## src/rtl/clnws_pkg.sv

```systemverilog
// shared types, constants and phase tables for the character display sequencer
package clnws_pkg;

    localparam int unsigned QueueDepthDefault = 4;

    localparam int unsigned CfgIndexWidth = 2;
    localparam int unsigned CfgDataWidth  = 16;
    localparam int unsigned WaitWidth     = 16;
    localparam int unsigned ShortWaitWidth = 15;

    // init sequence: one lead-in phase, four raw nibbles, four command bytes
    localparam int unsigned InitPhases    = 25;
    localparam int unsigned RawFirstPhase = 1;
    localparam int unsigned CmdFirstPhase = 9;
    localparam int unsigned PhaseWidth    = 5;

    localparam logic [7:0] CursorRow0Base = 8'h80;
    localparam logic [7:0] CursorRow1Base = 8'hC0;
    localparam logic [3:0] RawNibbleWake  = 4'h3;
    localparam logic [3:0] RawNibbleFour  = 4'h2;

    typedef enum logic [1:0] {
        KIND_INIT    = 2'd0,
        KIND_COMMAND = 2'd1,
        KIND_DATA    = 2'd2,
        KIND_CURSOR  = 2'd3
    } t_kind;

    typedef enum logic [CfgIndexWidth-1:0] {
        CFG_ENABLE_WAIT    = 2'd0,
        CFG_BYTE_WAIT      = 2'd1,
        CFG_POWERUP_WAIT   = 2'd2,
        CFG_INIT_STEP_WAIT = 2'd3
    } t_cfg_index;

    // classified request handed from front to back
    typedef struct packed {
        logic       init;
        logic       rs;
        logic [7:0] byte_val;
    } t_job;

    typedef struct packed {
        logic                     we;
        logic [CfgIndexWidth-1:0] index;
        logic [CfgDataWidth-1:0]  data;
    } t_cfg_write;

    // init command bytes, in send order
    function automatic logic [7:0] init_cmd(input logic [1:0] idx);
        logic [7:0] b;
        case (idx)
            2'd0:    b = 8'h28;
            2'd1:    b = 8'h0C;
            2'd2:    b = 8'h06;
            default: b = 8'h01;
        endcase
        return b;
    endfunction

endpackage

```

## src/rtl/clnws_front.sv

```systemverilog
// front end: accepts requests and turns each into a byte or init job
module clnws_front
    import clnws_pkg::*;
(
    input  logic       i_in_valid,
    output logic       o_in_stall,
    input  logic [1:0] i_kind,
    input  logic [7:0] i_byte_value,
    input  logic       i_row,
    input  logic [5:0] i_col,
    input  logic       i_queue_full,
    output logic       o_push,
    output t_job       o_job
);

    logic [7:0] cursor_cmd;

    assign o_in_stall = i_queue_full;
    assign o_push     = i_in_valid && !i_queue_full;

    // set-address command: row base plus column, which always fits in eight bits
    assign cursor_cmd = (i_row ? CursorRow1Base : CursorRow0Base) + {2'b00, i_col};

    always_comb begin
        o_job = '0;
        unique case (t_kind'(i_kind))
            KIND_INIT: begin
                o_job.init = 1'b1;
            end
            KIND_COMMAND: begin
                o_job.byte_val = i_byte_value;
            end
            KIND_DATA: begin
                o_job.rs       = 1'b1;
                o_job.byte_val = i_byte_value;
            end
            KIND_CURSOR: begin
                o_job.byte_val = cursor_cmd;
            end
            default: begin
                o_job = '0;
            end
        endcase
    end

endmodule

```

## src/rtl/clnws_queue.sv

```systemverilog
// short job queue between front and back ends
module clnws_queue
    import clnws_pkg::*;
#(
    parameter int unsigned DEPTH = QueueDepthDefault
) (
    input  logic i_clk,
    input  logic i_rst_n,
    input  logic i_push,
    input  t_job i_job,
    input  logic i_pop,
    output logic o_valid,
    output t_job o_job,
    output logic o_full
);

    localparam int unsigned PtrWidth   = (DEPTH > 1) ? $clog2(DEPTH) : 1;
    localparam int unsigned CountWidth = $clog2(DEPTH + 1);
    localparam logic [PtrWidth-1:0]   PtrLast  = PtrWidth'(DEPTH - 1);
    localparam logic [CountWidth-1:0] CountMax = CountWidth'(DEPTH);

    t_job                  r_store [DEPTH];
    logic [PtrWidth-1:0]   r_wr_ptr, n_wr_ptr;
    logic [PtrWidth-1:0]   r_rd_ptr, n_rd_ptr;
    logic [CountWidth-1:0] r_count, n_count;

    assign o_valid = (r_count != '0);
    assign o_full  = (r_count == CountMax);
    assign o_job   = r_store[r_rd_ptr];

    always_comb begin
        n_wr_ptr = r_wr_ptr;
        n_rd_ptr = r_rd_ptr;
        n_count  = r_count;
        if (i_push) begin
            n_wr_ptr = (r_wr_ptr == PtrLast) ? '0 : r_wr_ptr + 1'b1;
        end
        if (i_pop) begin
            n_rd_ptr = (r_rd_ptr == PtrLast) ? '0 : r_rd_ptr + 1'b1;
        end
        case ({i_push, i_pop})
            2'b10:   n_count = r_count + 1'b1;
            2'b01:   n_count = r_count - 1'b1;
            default: n_count = r_count;
        endcase
    end

    always_ff @(posedge i_clk) begin
        if (!i_rst_n) begin
            r_wr_ptr <= '0;
            r_rd_ptr <= '0;
            r_count  <= '0;
        end else begin
            r_wr_ptr <= n_wr_ptr;
            r_rd_ptr <= n_rd_ptr;
            r_count  <= n_count;
        end
    end

    always_ff @(posedge i_clk) begin
        if (i_push) begin
            r_store[r_wr_ptr] <= i_job;
        end
    end

endmodule

```

## src/rtl/clnws_back.sv

```systemverilog
// back end: wait registers and the pin phase sequencer with its output register
module clnws_back
    import clnws_pkg::*;
(
    input  logic                 i_clk,
    input  logic                 i_rst_n,
    input  t_cfg_write           i_cfg,
    input  logic                 i_job_valid,
    input  t_job                 i_job,
    output logic                 o_pop,
    output logic                 o_out_valid,
    input  logic                 i_out_stall,
    output logic                 o_rs_level,
    output logic [3:0]           o_data_nibble,
    output logic                 o_enable_level,
    output logic [WaitWidth-1:0] o_wait_units,
    output logic                 o_last
);

    logic [ShortWaitWidth-1:0] r_enable_wait;
    logic [ShortWaitWidth-1:0] r_byte_wait;
    logic [WaitWidth-1:0]      r_powerup_wait;
    logic [ShortWaitWidth-1:0] r_init_step_wait;

    logic [PhaseWidth-1:0] r_phase;
    logic [3:0]            r_nibble_held;

    logic                 r_out_valid;
    logic                 r_rs_level;
    logic [3:0]           r_data_nibble;
    logic                 r_enable_level;
    logic [WaitWidth-1:0] r_wait_units;
    logic                 r_last;

    logic                  advance;
    logic                  emit;
    logic [PhaseWidth-1:0] raw_ofs;
    logic [PhaseWidth-1:0] cmd_ofs;
    logic [7:0]            cur_byte;
    logic [1:0]            byte_sub;
    logic                  p_rs;
    logic [3:0]            p_nibble;
    logic                  p_enable;
    logic [WaitWidth-1:0]  p_wait;
    logic                  p_last;
    logic [WaitWidth-1:0]  enable_wait_ext;

    always_ff @(posedge i_clk) begin
        if (!i_rst_n) begin
            r_enable_wait    <= ShortWaitWidth'(2);
            r_byte_wait      <= ShortWaitWidth'(5);
            r_powerup_wait   <= WaitWidth'(500);
            r_init_step_wait <= ShortWaitWidth'(50);
        end else if (i_cfg.we) begin
            unique case (t_cfg_index'(i_cfg.index))
                CFG_ENABLE_WAIT:    r_enable_wait    <= i_cfg.data[ShortWaitWidth-1:0];
                CFG_BYTE_WAIT:      r_byte_wait      <= i_cfg.data[ShortWaitWidth-1:0];
                CFG_POWERUP_WAIT:   r_powerup_wait   <= i_cfg.data;
                CFG_INIT_STEP_WAIT: r_init_step_wait <= i_cfg.data[ShortWaitWidth-1:0];
                default: begin
                end
            endcase
        end
    end

    assign advance = !r_out_valid || !i_out_stall;
    assign emit    = i_job_valid && advance;
    assign o_pop   = emit && p_last;

    assign enable_wait_ext = {1'b0, r_enable_wait};
    assign raw_ofs = r_phase - PhaseWidth'(RawFirstPhase);
    assign cmd_ofs = r_phase - PhaseWidth'(CmdFirstPhase);

    // byte phases: high nibble then low, each enable high then low
    assign cur_byte = i_job.init ? init_cmd(cmd_ofs[3:2]) : i_job.byte_val;
    assign byte_sub = i_job.init ? cmd_ofs[1:0] : r_phase[1:0];

    always_comb begin
        p_rs     = i_job.rs && !i_job.init;
        p_nibble = byte_sub[1] ? cur_byte[3:0] : cur_byte[7:4];
        p_enable = !byte_sub[0];
        p_wait   = enable_wait_ext
                 + ((byte_sub == 2'd3) ? {1'b0, r_byte_wait} : '0);
        p_last   = i_job.init ? (r_phase == PhaseWidth'(InitPhases - 1))
                              : (byte_sub == 2'd3);
        if (i_job.init) begin
            if (r_phase == '0) begin
                // lead-in keeps whatever nibble was last on the pins
                p_nibble = r_nibble_held;
                p_enable = 1'b0;
                p_wait   = r_powerup_wait;
            end else if (r_phase < PhaseWidth'(CmdFirstPhase)) begin
                p_nibble = (raw_ofs[2:1] == 2'd3) ? RawNibbleFour : RawNibbleWake;
                p_enable = !raw_ofs[0];
                p_wait   = enable_wait_ext
                         + (raw_ofs[0] ? {1'b0, r_init_step_wait} : '0);
            end
        end
    end

    always_ff @(posedge i_clk) begin
        if (!i_rst_n) begin
            r_phase       <= '0;
            r_nibble_held <= '0;
            r_out_valid   <= 1'b0;
        end else if (emit) begin
            r_phase       <= p_last ? '0 : r_phase + 1'b1;
            r_nibble_held <= p_nibble;
            r_out_valid   <= 1'b1;
        end else if (advance) begin
            r_out_valid   <= 1'b0;
        end
    end

    always_ff @(posedge i_clk) begin
        if (emit) begin
            r_rs_level     <= p_rs;
            r_data_nibble  <= p_nibble;
            r_enable_level <= p_enable;
            r_wait_units   <= p_wait;
            r_last         <= p_last;
        end
    end

    assign o_out_valid    = r_out_valid;
    assign o_rs_level     = r_rs_level;
    assign o_data_nibble  = r_data_nibble;
    assign o_enable_level = r_enable_level;
    assign o_wait_units   = r_wait_units;
    assign o_last         = r_last;

endmodule

```

## src/rtl/char_lcd_nibble_write_sequencer.sv

```systemverilog
// top level of the character display 4-bit write sequencer
// Each accepted request becomes a run of pin phases (RS, D4..D7, enable, hold
// time), one phase per clock from the back end's output register while the
// output is not stalled: a command, data or cursor request takes four phases
// and the init request 25. Requests are classified on entry and held in a
// QUEUE_DEPTH-entry job queue, so new requests are taken while earlier ones
// are still being played out; the input stalls only when that queue is full.
// The hold times come from four wait registers, which should be written only
// while idle.
module char_lcd_nibble_write_sequencer
    import clnws_pkg::*;
#(
    parameter int unsigned QUEUE_DEPTH = QueueDepthDefault
) (
    input  logic                     i_clk,
    input  logic                     i_rst_n,
    input  logic                     i_cfg_we,
    input  logic [CfgIndexWidth-1:0] i_cfg_index,
    input  logic [CfgDataWidth-1:0]  i_cfg_data,
    input  logic                     i_in_valid,
    output logic                     o_in_stall,
    input  logic [1:0]               i_kind,
    input  logic [7:0]               i_byte_value,
    input  logic                     i_row,
    input  logic [5:0]               i_col,
    output logic                     o_out_valid,
    input  logic                     i_out_stall,
    output logic                     o_rs_level,
    output logic [3:0]               o_data_nibble,
    output logic                     o_enable_level,
    output logic [WaitWidth-1:0]     o_wait_units,
    output logic                     o_last
);

    t_cfg_write cfg;
    t_job       front_job;
    t_job       head_job;
    logic       push;
    logic       pop;
    logic       queue_full;
    logic       head_valid;

    assign cfg.we    = i_cfg_we;
    assign cfg.index = i_cfg_index;
    assign cfg.data  = i_cfg_data;

    clnws_front u_front (
        .i_in_valid   (i_in_valid),
        .o_in_stall   (o_in_stall),
        .i_kind       (i_kind),
        .i_byte_value (i_byte_value),
        .i_row        (i_row),
        .i_col        (i_col),
        .i_queue_full (queue_full),
        .o_push       (push),
        .o_job        (front_job)
    );

    clnws_queue #(
        .DEPTH (QUEUE_DEPTH)
    ) u_queue (
        .i_clk   (i_clk),
        .i_rst_n (i_rst_n),
        .i_push  (push),
        .i_job   (front_job),
        .i_pop   (pop),
        .o_valid (head_valid),
        .o_job   (head_job),
        .o_full  (queue_full)
    );

    clnws_back u_back (
        .i_clk          (i_clk),
        .i_rst_n        (i_rst_n),
        .i_cfg          (cfg),
        .i_job_valid    (head_valid),
        .i_job          (head_job),
        .o_pop          (pop),
        .o_out_valid    (o_out_valid),
        .i_out_stall    (i_out_stall),
        .o_rs_level     (o_rs_level),
        .o_data_nibble  (o_data_nibble),
        .o_enable_level (o_enable_level),
        .o_wait_units   (o_wait_units),
        .o_last         (o_last)
    );

endmodule

```

## config.mk

```make
export PLATFORM = sky130hd
export DESIGN_NAME = char_lcd_nibble_write_sequencer
export DESIGN_NICKNAME = d
export VERILOG_FILES = /design/src/rtl/clnws_pkg.sv /design/src/rtl/clnws_front.sv /design/src/rtl/clnws_queue.sv /design/src/rtl/clnws_back.sv /design/src/rtl/char_lcd_nibble_write_sequencer.sv
export SDC_FILE = /design/constraint.sdc
export NUM_CORES = 1
export LEC_CHECK = 0
export ABC_AREA = 1
export BUFFER_PORTS_ARGS = -buffer_cell sky130_fd_sc_hd__buf_2
export CORE_MARGIN = 2
export CORE_UTILIZATION = 45
export DETAILED_ROUTE_END_ITERATION = 7
export PLACE_DENSITY_LB_ADDON = 0.05
export SETUP_SLACK_MARGIN = 0.3
export SYNTH_ARGS = -nofsm -noshare
export SYNTH_HDL_FRONTEND = slang
export SYNTH_SLANG_ARGS = --single-unit
```

## constraint.sdc

```tcl
create_clock -name i_clk -period 6.25 [get_ports i_clk]
set_clock_uncertainty 0.15 [all_clocks]
set_input_delay 1.5625 -clock i_clk [delete_from_list [all_inputs] [get_ports i_clk]]
set_output_delay 1.5625 -clock i_clk [all_outputs]
set_load 0.005 [all_outputs]
```

== Word level (Yosys, flattened, before mapping) ==
Memories as Yosys holds them, arrays and structs flattened. A register that Yosys moved wholly into a read port is not among the register bits.
Index checks and enable logic that the tools add are counted.
Cells by class
  $add $sub $neg: 10
  magnitude comparators: 1
  equality and inequality tests: 16
  muxes and demuxes: 31
  reduce and logical (&&, ||, !) cells: 23
Operators with widths (count)
  two-way mux 16 bit: 3
  adder 15 x 16 -> 16 bit: 2
  two-way mux 15 bit: 2
  equality test 2 bit, second input constant: 10
  one-hot mux 6 bit (3 select lines): 1
  two-way mux 4 bit: 4
  one-hot mux 8 bit (2 select lines): 1
  two-way mux 1 bit: 11
  two-way mux 2 bit: 5
  adder 8 x 6 -> 8 bit: 1
  equality test 2 x 1 -> 1 bit, second input constant: 4
  two-way mux 8 bit: 1
  AND reduction 2 bit: 4
  two-way mux 7 bit: 1
  zero test 1 bit: 6
  zero test 2 bit: 3
  one-hot mux 3 bit (2 select lines): 1
  subtractor 3 x 1 -> 3 bit, second input constant: 2
  adder 5 x 1 -> 5 bit, second input constant: 1
  equality test 5 bit, second input constant: 1
  zero test 5 bit: 1
  < comparator 5 x 4 -> 1 bit, second input constant: 1
  two-way mux 5 bit: 1
  adder 2 x 1 -> 2 bit, second input constant: 2
  other kinds (8): 12
Storage, ports and cells
  register bits after elaboration: 101
  memory bits (writable): 40
  input bits: 40
  output and inout port bits: 25
  word-level logic and storage cells: 97
  memories: 1
Memories
  u_queue.r_store: words 4, width 10, rd ports 1, clocked after Yosys merged registers in 1, wr ports 1, RTL line clnws_queue.sv:22  | t_job r_store [DEPTH];

== Depth between registers and ports, before layout ==
Gate-level depths: netlist (run 1).
  depth in word-level cells: 8
  mapped depth: 23
  mapped depth without buffers: 22

== Cells and area by module ==
From an unflattened synthesis (run 1), not the netlist that was laid out.
Second synthesis, totals
  cell total of the unflattened synthesis: 1021
  area, all modules: 7943.9 um^2
By module, submodules not included
  clnws_back: instances 1, cells each 828, area an instance 5796.8 um^2, sequential area each 2112.0 um^2
  clnws_queue: instances 1, cells each 157, area an instance 1960.6 um^2, sequential area each 1381.3 um^2
  clnws_front: instances 1, cells each 36, area an instance 186.4 um^2, sequential area each 0.0 um^2

== Least setup slack after synthesis (run 1) ==
No wires, ideal clock.
  path kind: input port to flip-flop
  from: in i_out_stall
  to: reg u_queue.r_count[2]
  library setup time: 0.122 ns
  data arrival time: 2.971 ns
  slack: 3.006 ns
  stages: 12
  buffers on the path: 0
  cell sequence: nand2_1 > inv_1 > a31oi_2 > nand2_4 > clkinv_4 > ha_1 > inv_1 > fa_1 > a21oi_1 > o21ai_0 > o21ai_0 > a21oi_1
Between the ends
  longest elaborated chain between the ends: 6
  elaborated cells on any way between the ends: 8
  those cells by class: eq/ne (2); mux (1); reduce/logical (5)
Ends and longest elaborated chain
  from (decl): RTL line char_lcd_nibble_write_sequencer.sv:27  | input logic i_out_stall,
  zero test 1 bit *: RTL line clnws_back.sv:66  | assign advance = !r_out_valid || !i_out_stall;
  logical OR 1 bit *: RTL line clnws_back.sv:66
  logical AND 1 bit *: RTL line clnws_back.sv:67  | assign emit = i_job_valid && advance;
  logical AND 1 bit *: RTL line clnws_back.sv:68  | assign o_pop = emit && p_last;
  net pop: RTL line char_lcd_nibble_write_sequencer.sv:39  | logic pop;
  equality test 2 x 1 -> 1 bit / equality test 2 bit (equally long branches): RTL line clnws_queue.sv:41  | case ({i_push, i_pop})
  one-hot mux 3 bit (2 select lines) / nonzero test 2 bit (equally long branches)
  to (signal assigned): RTL line clnws_queue.sv:56  | r_count <= n_count;
  to (decl): RTL line clnws_queue.sv:25  | logic [CountWidth-1:0] r_count, n_count;
Mark *: on every way through the listed nets, which the timed path passes. The rest lies on a longest branch.
A chain may end at the register's enable or synchronous reset.

==> impl_metrics.tcl, run 1 <==
set metrics [dict create \
    outcome "completed" \
    p_per_area_nw_per_um2 291.0 \
    cts_root_buf "clkbuf_16" \
    vias 6611 \
    dpl.hpwl_um 15420 \
    synth_top_area_share_pct 23.86 \
    synth.distinct_cells 46 \
    crit_path_start_kind "register" \
    syn_area_per_cell_sq_um 7.859 \
    synth_seq_area_share_pct 44.05 \
    portBuffers 64 \
    crit_type "reg2reg" \
    fin_tns_setup_ns 0 \
    route.detailed.drc 0 \
    gp_congestion 0.9142 \
    wire_per_inst_um 15.70 \
    grt_antenna_before_repair 0 \
    ys_top_cells_by_count "nand2_1 (226), nor2_1 (129), inv_1 (111)" \
    clk_latency_ns 0.42 \
    clk_pin_slew_ns 0.06 \
    slowest_delay_ns 0.53 \
    syn_inst 1009 \
    cts_setup_buffers 0 \
    async_reset_ff_share_pct 0 \
    post-synth-top-count-cell "nand2_1" \
    clock-sinks 143 \
    required_ns 6.27 \
    fmaxAchievable_mhz 236.2 \
    rows 48 \
    cp_num_buf_inv 3 \
    clock_path_buffers 2 \
    drt_iter0_drc 444 \
    netlist_area_sq_um 7930 \
    antenna_cells 0 \
    worstSetupEndpointType "register" \
    postCtsHoldBufs 0 \
    critical_path.top_delay_family "simple AND/OR/NAND/NOR gates" \
    cp.arrival_ns 4.26 \
    hold_path_class "reg2reg" \
    htree_levels 4 \
    grt_pass1_vias 5956 \
    synth_area_leaders "edfxtp_1 (24%), dfxtp_1 (20%), nand2_1 (11%)" \
    drive_gt1_share_pct 13.08 \
    worst_slew_pin_slew_ns 1.026 \
    setup_viol 0 \
    drtPass1Iterations 4 \
    ir_drop_v 0.0001977 \
    numCtsBuffers 17 \
    area_growth_pct 13.79 \
    hold_slack_ns 0.3082 \
    tritoncts "done" \
    grt_pass1_wl_um 32380 \
    crit_path_top_delay_cell "dfxtp_1" \
    synth_edf_count 63 \
    syn_nets 1098 \
    slew_violations 0 \
    critical_path.max_fanout 22 \
    antenna_left 0 \
    maxCapViolations 0 \
    hold_violations 0 \
    via_per_inst 5.074 \
    core_sq_um 17240 \
    die_height_um 136.8 \
    grt_max_degree 67 \
    cts_resized 0 \
    cp_cell_sequence "inv_2 > nand2_1 > nand3_2 > nand2_4 > inv_2 > nand2_1 > nand2_2 > nor2_4 > inv_4 > nor2_1 > ha_1 > fa_1 > nand3_1 > nand2_1 > nand2_1 > nand2_1 > a21o_1 > or2_2 > nand2_1 > nand2_1" \
    io-pin-count 65 \
    nets 1154 \
    relSlewSlack_pct 31.37 \
    wl_um 20460 \
    p_leak_uw 0.004194 \
    yosys_warnings 0 \
    ys_ff_latch 143 \
    fin_crit_ns 4.234 \
    overflow 0 \
    n_fill_cell 1696 \
    finalCritPeriodShare_pct 67.74 \
    grtUsageTotal_pct 22.89 \
    initial_utilization_pct 46.01 \
    die_width_um 136.8 \
    grt_setup_unrepaired "no" \
    synth_ff_type "dfxtp_1" \
    dieArea_sq_um 18700 \
    cpMostUsedCell "nand2_1" \
    yosysTopAreaCell "edfxtp_1" \
]
logic make-up (layout without fill, tap and decap cells):
| family | after synthesis | after routing | share of synthesized area, % |
|---|---|---|---|
| buffers and inverters | 152 | 221 | 7.810 |
| AND/OR/NAND/NOR | 459 | 459 | 25.39 |
| XOR/XNOR | 13 | 13 | 1.436 |
| AO/OA/AOI/OAI | 193 | 193 | 13.30 |
| flip-flops | 143 | 143 | 44.05 |
| adder cells (fa/ha/maj) | 49 | 49 | 8.015 |
layout by cell type (no fill, tap or decap), types with 4 or more instances in the layout:
cell type    n
a21oi_1     76
buf_2       64
buf_4        4
clkbuf_16   17
dfxtp_1     80
edfxtp_1    63
ha_1        46
inv_1      111
inv_2        6
nand2_1    226
nand2_2      6
nand2_4      4
nand3_1     55
nand3_2      4
nand3b_1     6
nand4_1      6
nor2_1     129
nor2_4      12
nor3_1       6
o211ai_1     4
o21ai_0     82
o22ai_1     10
xnor2_1      6
xor2_1       7
layout make-up:
cell class / count / area (sq um) / area share (%)
clock buffer: 18 / 429.2 / 4.756
clock inverter: 14 / 181.4 / 2.011
inverter: 121 / 461.7 / 5.116
multi-input combinational: 714 / 3826 / 42.40
sequential: 143 / 3493 / 38.71
tap: 225 / 281.5 / 3.120
timing repair buffer: 68 / 350.3 / 3.882
flip-flops by register name (all words and copies together) (netlist names), named ones only:
name / cells
u_queue.r_store: 40
u_queue.r_wr_ptr: 2
u_back.r_enable_wait: 15
u_back.r_nibble_held: 4
u_back.o_out_valid: 1
u_back.r_phase: 5
u_queue.r_count: 3
u_back.r_byte_wait: 15
u_back.o_last: 1
u_back.r_powerup_wait: 16
u_back.o_enable_level: 1
u_back.r_init_step_wait: 15
u_queue.r_rd_ptr: 2
u_back.o_wait_units: 16
u_back.o_data_nibble: 4
u_back.o_rs_level: 1
worst paths after layout:
| path | startpoint | endpoint | slack [ns] | cells past startpoint |
|---|---|---|---|---|
| hold reg to reg | u_back.r_init_step_wait[12]$_SDFFE_PN0P_ | u_back.r_init_step_wait[12]$_SDFFE_PN0P_ | 0.31 | 2 |
| setup / recovery | register | u_back.o_wait_units[10]$_DFFE_PP_ | 2.02 | 20 |
| hold / removal | u_back.r_init_step_wait[12]$_SDFFE_PN0P_ | u_back.r_init_step_wait[12]$_SDFFE_PN0P_ | 0.31 | 2 |
| setup reg to reg | register | u_back.o_wait_units[10]$_DFFE_PP_ | 2.02 | 20 |
per-layer routing:
metal / track usage [%] / vias to the layer above / routed length (um)
met3: 3.852 / 15 / 876
met4: 5.961 / 0 / 214
met1: 36.61 / 3017 / 11150
met2: 31.31 / 155 / 8215
li1: - / 3424 / -
met5: 0 / - / 0
worst reg2reg max path, cell delays in order, from the launching register on:
cell	delay, ns
dfxtp_1	0.53
inv_2	0.35
nand2_1	0.10
nand3_2	0.11
nand2_4	0.16
inv_2	0.34
nand2_1	0.15
nand2_2	0.12
nor2_4	0.04
inv_4	0.24
nor2_1	0.09
ha_1	0.23
fa_1	0.42
nand3_1	0.09
nand2_1	0.13
nand2_1	0.09
nand2_1	0.09
a21o_1	0.18
or2_2	0.26
nand2_1	0.07
nand2_1	0.04
power breakdown:
group,internal [uW],switching (uW),total (uW),leakage [uW]
clock network,637,427,1060,0.000295
logic,151,310,461,0.00264
registers,1060,37.1,1100,0.00126
metrics by stage:
step / utilization (%) / instance area, sq um / power [uW] / worst slack (ns) / instances
2_1_floorplan: - / 7930 / 1432 / 3.007 / 1009
3_3_place_gp: 48.81 / 8413 / 1582 / 2.132 / 1271
4_1_cts: 52.35 / 9024 / 2636 / 1.998 / 1303
5_1_grt: 52.35 / 9024 / 2746 / 1.677 / 1303
6_report: 52.35 / 9024 / 2626 / 2.016 / 1303
3_5_place_dp: 48.81 / 8413 / 1580 / 1.997 / 1271
Note: power is estimated with default switching activity, not from simulation.
==> run 2: changes to the inputs <==
Clock period 6.25 ns to 3.7 ns, I/O delays scaled along.
==> run 2 against run 1 <==
Fmax grew 34%; non-clock buffer count is 16 higher; combinational power rose by 79%; clock-buffer cell count up 1; register-to-register slack worse by 1.5 ns; final area rose by 1.0%; clock power increased by 58%; setup slack got worse by 1.5 ns; die area is the same; core utilization up 0.53 points; largest cell class unchanged; largest power group unchanged.
==> impl_metrics.tcl, run 2 (synthesis gave the netlist of run 1 again) <==
set metrics [dict create \
    htree_levels 4 \
    worst_slew_pin_slew_ns 0.8101 \
    critical_path.top_delay_family "simple AND/OR/NAND/NOR gates" \
    fin_tns_setup_ns 0 \
    cp_num_buf_inv 2 \
    vias 6666 \
    grtUsageTotal_pct 22.71 \
    dpl.hpwl_um 15250 \
    die_height_um 136.8 \
    clk_pin_slew_ns 0.06 \
    most-common-layout-cells "nand2_1 (226), nor2_1 (129), inv_1 (111)" \
    finalCritPeriodShare_pct 85.32 \
    grt_antenna_before_repair 0 \
    cp.arrival_ns 3.19 \
    regMostFlops "u_queue.r_store" \
    gp_congestion 0.8904 \
    maxCapViolations 0 \
    clock_path_buffers 2 \
    crit_path_top_delay_cell "dfxtp_4" \
    grt_pass1_wl_um 32370 \
    area_growth_pct 14.94 \
    initial_utilization_pct 46.01 \
    die_width_um 136.8 \
    dieArea_sq_um 18700 \
    largest_reg_flops 40 \
    place_inst 1284 \
    clock-sinks 143 \
    worstSetupEndpointType "register" \
    grt_pass1_vias 6060 \
    overflow 0 \
    grt_setup_unrepaired "no" \
    finalPower_uw 4351 \
    cpMostUsedCell "nand2_1" \
    drt_iter0_drc 433 \
    final_cells 1319 \
    drtPass1Iterations 5 \
    wl_um 20200 \
    setup_viol 0 \
    fmaxAchievable_mhz 316.8 \
    n_fill_cell 1691 \
    final_common_cell "nand2_1" \
    crit_path_start_kind "register" \
    cp_cell_sequence "inv_1 > ha_1 > nand3_1 > nand2_2 > nor2_4 > inv_4 > nor2_1 > ha_1 > fa_2 > nand3_1 > nand2_1 > nand2_1 > nand2_1 > a21o_1 > or2_2 > nand2_1 > nand2_1" \
    wire_per_inst_um 15.31 \
    relSlewSlack_pct 45.93 \
    numCtsBuffers 17 \
    p_leak_uw 0.004243 \
    hold_path_class "reg2reg" \
    io-pin-count 65 \
    route.detailed.drc 0 \
    tritoncts "done" \
    final_area_sq_um 9115 \
    rows 48 \
    core_sq_um 17240 \
    postCtsHoldBufs 0 \
    via_per_inst 5.054 \
    ir_drop_v 0.0003439 \
    p_per_area_nw_per_um2 477.4 \
    grt_max_degree 36 \
    outcome "completed" \
    nets 1170 \
    portBuffers 64 \
    drive_gt1_share_pct 14.35 \
    required_ns 3.73 \
    antenna_cells 0 \
    slowest_delay_ns 0.38 \
    antenna_left 0 \
    slew_violations 0 \
    cts_root_buf "clkbuf_16" \
    hold_violations 0 \
    fin_crit_ns 3.157 \
    clk_latency_ns 0.42 \
    dpl_cell_area_sq_um 8511 \
    crit_type "reg2reg" \
    critical_path.max_fanout 7 \
]
run 2: repair_timing:
item,4_1_cts,5_1_grt
resized for setup,0,5
endpoints found under the setup margin,0,9
buffers inserted,0,3
run 2: per-layer routing:
metal	global-route usage [%]	share of wire (%)	up-vias	routed length (um)
li1	-	-	3469	-
met1	36.21	54	3029	10890
met2	31.50	41	157	8238
met3	4.333	4.6	11	939
met4	4.514	0.64	0	130
met5	0	0	-	0
run 2: cell type report:
class	count	area, sq um	share of cell area (%)
multi-input cells	714	3829	42.00
flip-flops and latches	143	3498	38.38
repair buffers	84	474.2	5.202
inverters	121	461.7	5.065
clock buffers	19	432.9	4.749
well taps	225	281.5	3.089
clock inverters	13	137.6	1.510
run 2: power breakdown:
group	switching [uW]	total [uW]	internal (uW)	leakage [uW]
logic	547	827	279	0.00272
clock network	686	1680	994	0.000264
registers	46.6	1850	1800	0.00126
total	1280	4350	3070	0.00424
run 2: worst reg2reg max path: cells and delay by family, from the launching register on:
family,cells,cell delay [ns]
adder cells (fa/ha/maj),3,0.91
AO/OA/AOI/OAI,1,0.19
flip-flops,1,0.38
buffers and inverters,2,0.15
AND/OR/NAND/NOR,11,1.14
run 2: per-stage QoR:
step	setup slack, ns	util (%)	hold WS, ns
after floorplan	0.5543	-	0.2792
after CTS	0.3274	52.69	0.3042
after detailed placement	0.3380	49.38	0.2953
final	0.5430	52.88	0.3026
after global routing	0.3162	52.88	0.3209
after global placement	0.4560	49.38	0.2911
run 2: final timing paths:
path         slack, ns  cells after the start                            endpoint                          startpoint
max               0.54                     17   u_back.o_wait_units[10]$_DFFE_PP_      u_back.r_phase[1]$_SDFFE_PN0P_
min               0.30                      2  u_back.r_byte_wait[3]$_SDFFE_PN0P_  u_back.r_byte_wait[3]$_SDFFE_PN0P_
max reg2reg       0.54                     17   u_back.o_wait_units[10]$_DFFE_PP_      u_back.r_phase[1]$_SDFFE_PN0P_
min reg2reg       0.30                      2  u_back.r_byte_wait[3]$_SDFFE_PN0P_  u_back.r_byte_wait[3]$_SDFFE_PN0P_
==> run 3: changes to the inputs <==
Clock period 3.7 ns to 2.7 ns, I/O delays scaled along.
==> run 3 against run 2 <==
Sequential cell count unchanged; clock-buffer cell count shrank 1; first-iteration DRC count up 22%; final area increased by 9.9%; highest routed layer unchanged; the run now ends with negative setup slack left; sequential power grew 37%; critical path type unchanged; power up 42%; combinational power grew 64%; cell count is 3.7% higher; setup slack got worse by 0.68 ns; critical endpoint is now u_back.o_wait_units[13]$_DFFE_PP_; fmax up 11%; core utilization grew 5.2 points; non-clock buffer count grew 49.
==> impl_metrics.tcl, run 3 (synthesis gave the netlist of run 1 again) <==
set metrics [dict create \
    outcome "finished, violations left" \
    violations "negative setup slack" \
    most-common-layout-cells "nand2_1 (205), nor2_1 (120), inv_1 (105)" \
    wire_per_inst_um 15.37 \
    worstSetupEndpointType "register" \
    via_per_inst 5.041 \
    finalCritPeriodShare_pct 105.0 \
    min_from "u_back.r_byte_wait[3]$_SDFFE_PN0P_" \
    worst_slew_pin_slew_ns 0.6754 \
    ff2ff_path_depth 21 \
    switching_share_pct 31.52 \
    dpl.hpwl_um 15690 \
    grt_setup_unrepaired "yes" \
    p_sw_uw 1945 \
    clock_path_buffers 2 \
    gp_congestion 0.8739 \
    antenna_left 0 \
    grtUsageTotal_pct 23.76 \
    tritoncts "done" \
    nets 1219 \
    place_inst 1327 \
    wl_um 21020 \
    overflow 0 \
    antenna_cells 0 \
    fmaxAchievable_mhz 352.7 \
    required_ns 2.74 \
    die_width_um 136.8 \
    portBuffers 64 \
    clk_pin_slew_ns 0.06 \
    htree_levels 4 \
    clockPowerShare_pct 36.9 \
    min_delay_worst_endpoint "u_back.r_byte_wait[3]$_SDFFE_PN0P_" \
    p_leak_uw 0.004582 \
    clock-sinks 143 \
    area_growth_pct 26.30 \
    relSlewSlack_pct 54.92 \
    final_util_pct 58.11 \
    drt_iter0_drc 528 \
    core_sq_um 17240 \
    timing.rr.end "u_back.o_wait_units[13]$_DFFE_PP_" \
    hold_violations 0 \
    rows 48 \
    grt_antenna_before_repair 0 \
    final_common_cell "nand2_1" \
    route.detailed.drc 0 \
    seqPwrFrac_pct 41.0 \
    drive_gt1_share_pct 24.93 \
    grt_max_degree 42 \
    pwr-share-comb_pct 22.1 \
    fin_crit_ns 2.835 \
    setup_viol 6 \
    initial_utilization_pct 46.01 \
    reg2reg_slack_ns -0.13 \
    whs_path_depth 2 \
    maxCapViolations 0 \
    n_fill_cell 1609 \
    numCtsBuffers 17 \
    grt_pass1_wl_um 33630 \
    cp.arrival_ns 2.87 \
    slew_violations 0 \
    fin_ws_ns -0.1349 \
    grt_pass1_vias 6357 \
    vias 6896 \
    largest_reg_flops 40 \
    critical_path.max_fanout 8 \
    crit_path_start_kind "register" \
    cts_root_buf "clkbuf_16" \
    regMostFlops "u_queue.r_store" \
    clk_latency_ns 0.43 \
    io-pin-count 65 \
    drtPass1Iterations 6 \
    die_height_um 136.8 \
    postCtsHoldBufs 0 \
    hold_path_class "reg2reg" \
    dieArea_sq_um 18700 \
    ir_drop_v 0.0004481 \
    crit_type "reg2reg" \
    p_per_area_nw_per_um2 616.0 \
    final_cells 1368 \
    finalPower_uw 6170 \
    intPower_uw 4225 \
]
-- run 3: timing repair --
action | 4_1_cts | 5_1_grt
setup endpoints to repair | 16 | 18
gates resized for setup | 41 | 29
pin swaps | 18 | 31
setup buffers | 3 | 6
endpoints found under the hold margin | 0 | 0
-- run 3: metrics by stage --
| stage | setup TNS [ns] | setup WS, ns | area (sq um) | hold slack (ns) |
|---|---|---|---|---|
| global route | -1.716 | -0.2998 | 10020 | 0.3203 |
| global placement | -0.08845 | -0.04495 | 9104 | 0.2891 |
| floorplan | -0.1028 | -0.1028 | 8177 | 0.2792 |
| finish | -0.4198 | -0.1349 | 10020 | 0.3049 |
| CTS | -0.1076 | -0.05481 | 9882 | 0.3065 |
| detailed placement | -0.2293 | -0.1044 | 9104 | 0.2927 |
-- run 3: critical path: stages, from the launching register on --
cell	delay (ns)
dfxtp_4	0.39
inv_6	0.05
nand2_4	0.07
nand3_4	0.08
nand2_4	0.12
inv_2	0.05
nand2_2	0.06
nand2_2	0.06
nor2_4	0.10
inv_4	0.06
buf_12	0.15
buf_6	0.12
nor2_4	0.11
ha_4	0.23
a21oi_4	0.18
nand2_2	0.09
a21oi_2	0.14
nand3_1	0.11
nand3_1	0.09
nand3_1	0.08
nand2_1	0.07
inv_1	0.03
-- run 3: routing by layer --
| metal | wire (um) | vias up | GRT usage (%) |
|---|---|---|---|
| met1 | 10820 | 3169 | 36.89 |
| met4 | 182 | 0 | 6.076 |
| met3 | 1037 | 16 | 3.407 |
| met5 | 0 | - | 0 |
| li1 | - | 3565 | - |
| met2 | 8980 | 146 | 34.33 |
-- run 3: final cells by class --
type | instances | area [sq um] | area share, %
multi-input cells | 714 | 4290 | 42.84
flip-flops and latches | 143 | 3503 | 34.98
repair buffers | 133 | 902.1 | 9.007
inverters | 121 | 471.7 | 4.710
clock buffers | 18 | 429.2 | 4.285
well taps | 225 | 281.5 | 2.811
clock inverters | 14 | 137.6 | 1.374
-- run 3: worst max-delay path by stage --
stage                     slack, ns                                end  cells past startpoint
after floorplan               -0.10  u_back.o_wait_units[10]$_DFFE_PP_                     18
after global placement        -0.04  u_back.o_wait_units[13]$_DFFE_PP_                     23
after detailed placement      -0.10  u_back.o_wait_units[13]$_DFFE_PP_                     23
after CTS                     -0.05  u_back.o_wait_units[10]$_DFFE_PP_                     19
after global routing          -0.30  u_back.o_wait_units[13]$_DFFE_PP_                     21
final                         -0.13  u_back.o_wait_units[13]$_DFFE_PP_                     21
-- run 3: power groups by stage --
stage | clock, uW | combinational, uW | sequential (uW)
floorplan | 0 | 795 | 2570
global placement | 0 | 1270 | 2570
detailed placement | 0 | 1280 | 2580
CTS | 2320 | 1330 | 2530
global route | 2410 | 1520 | 2550
finish | 2280 | 1360 | 2530
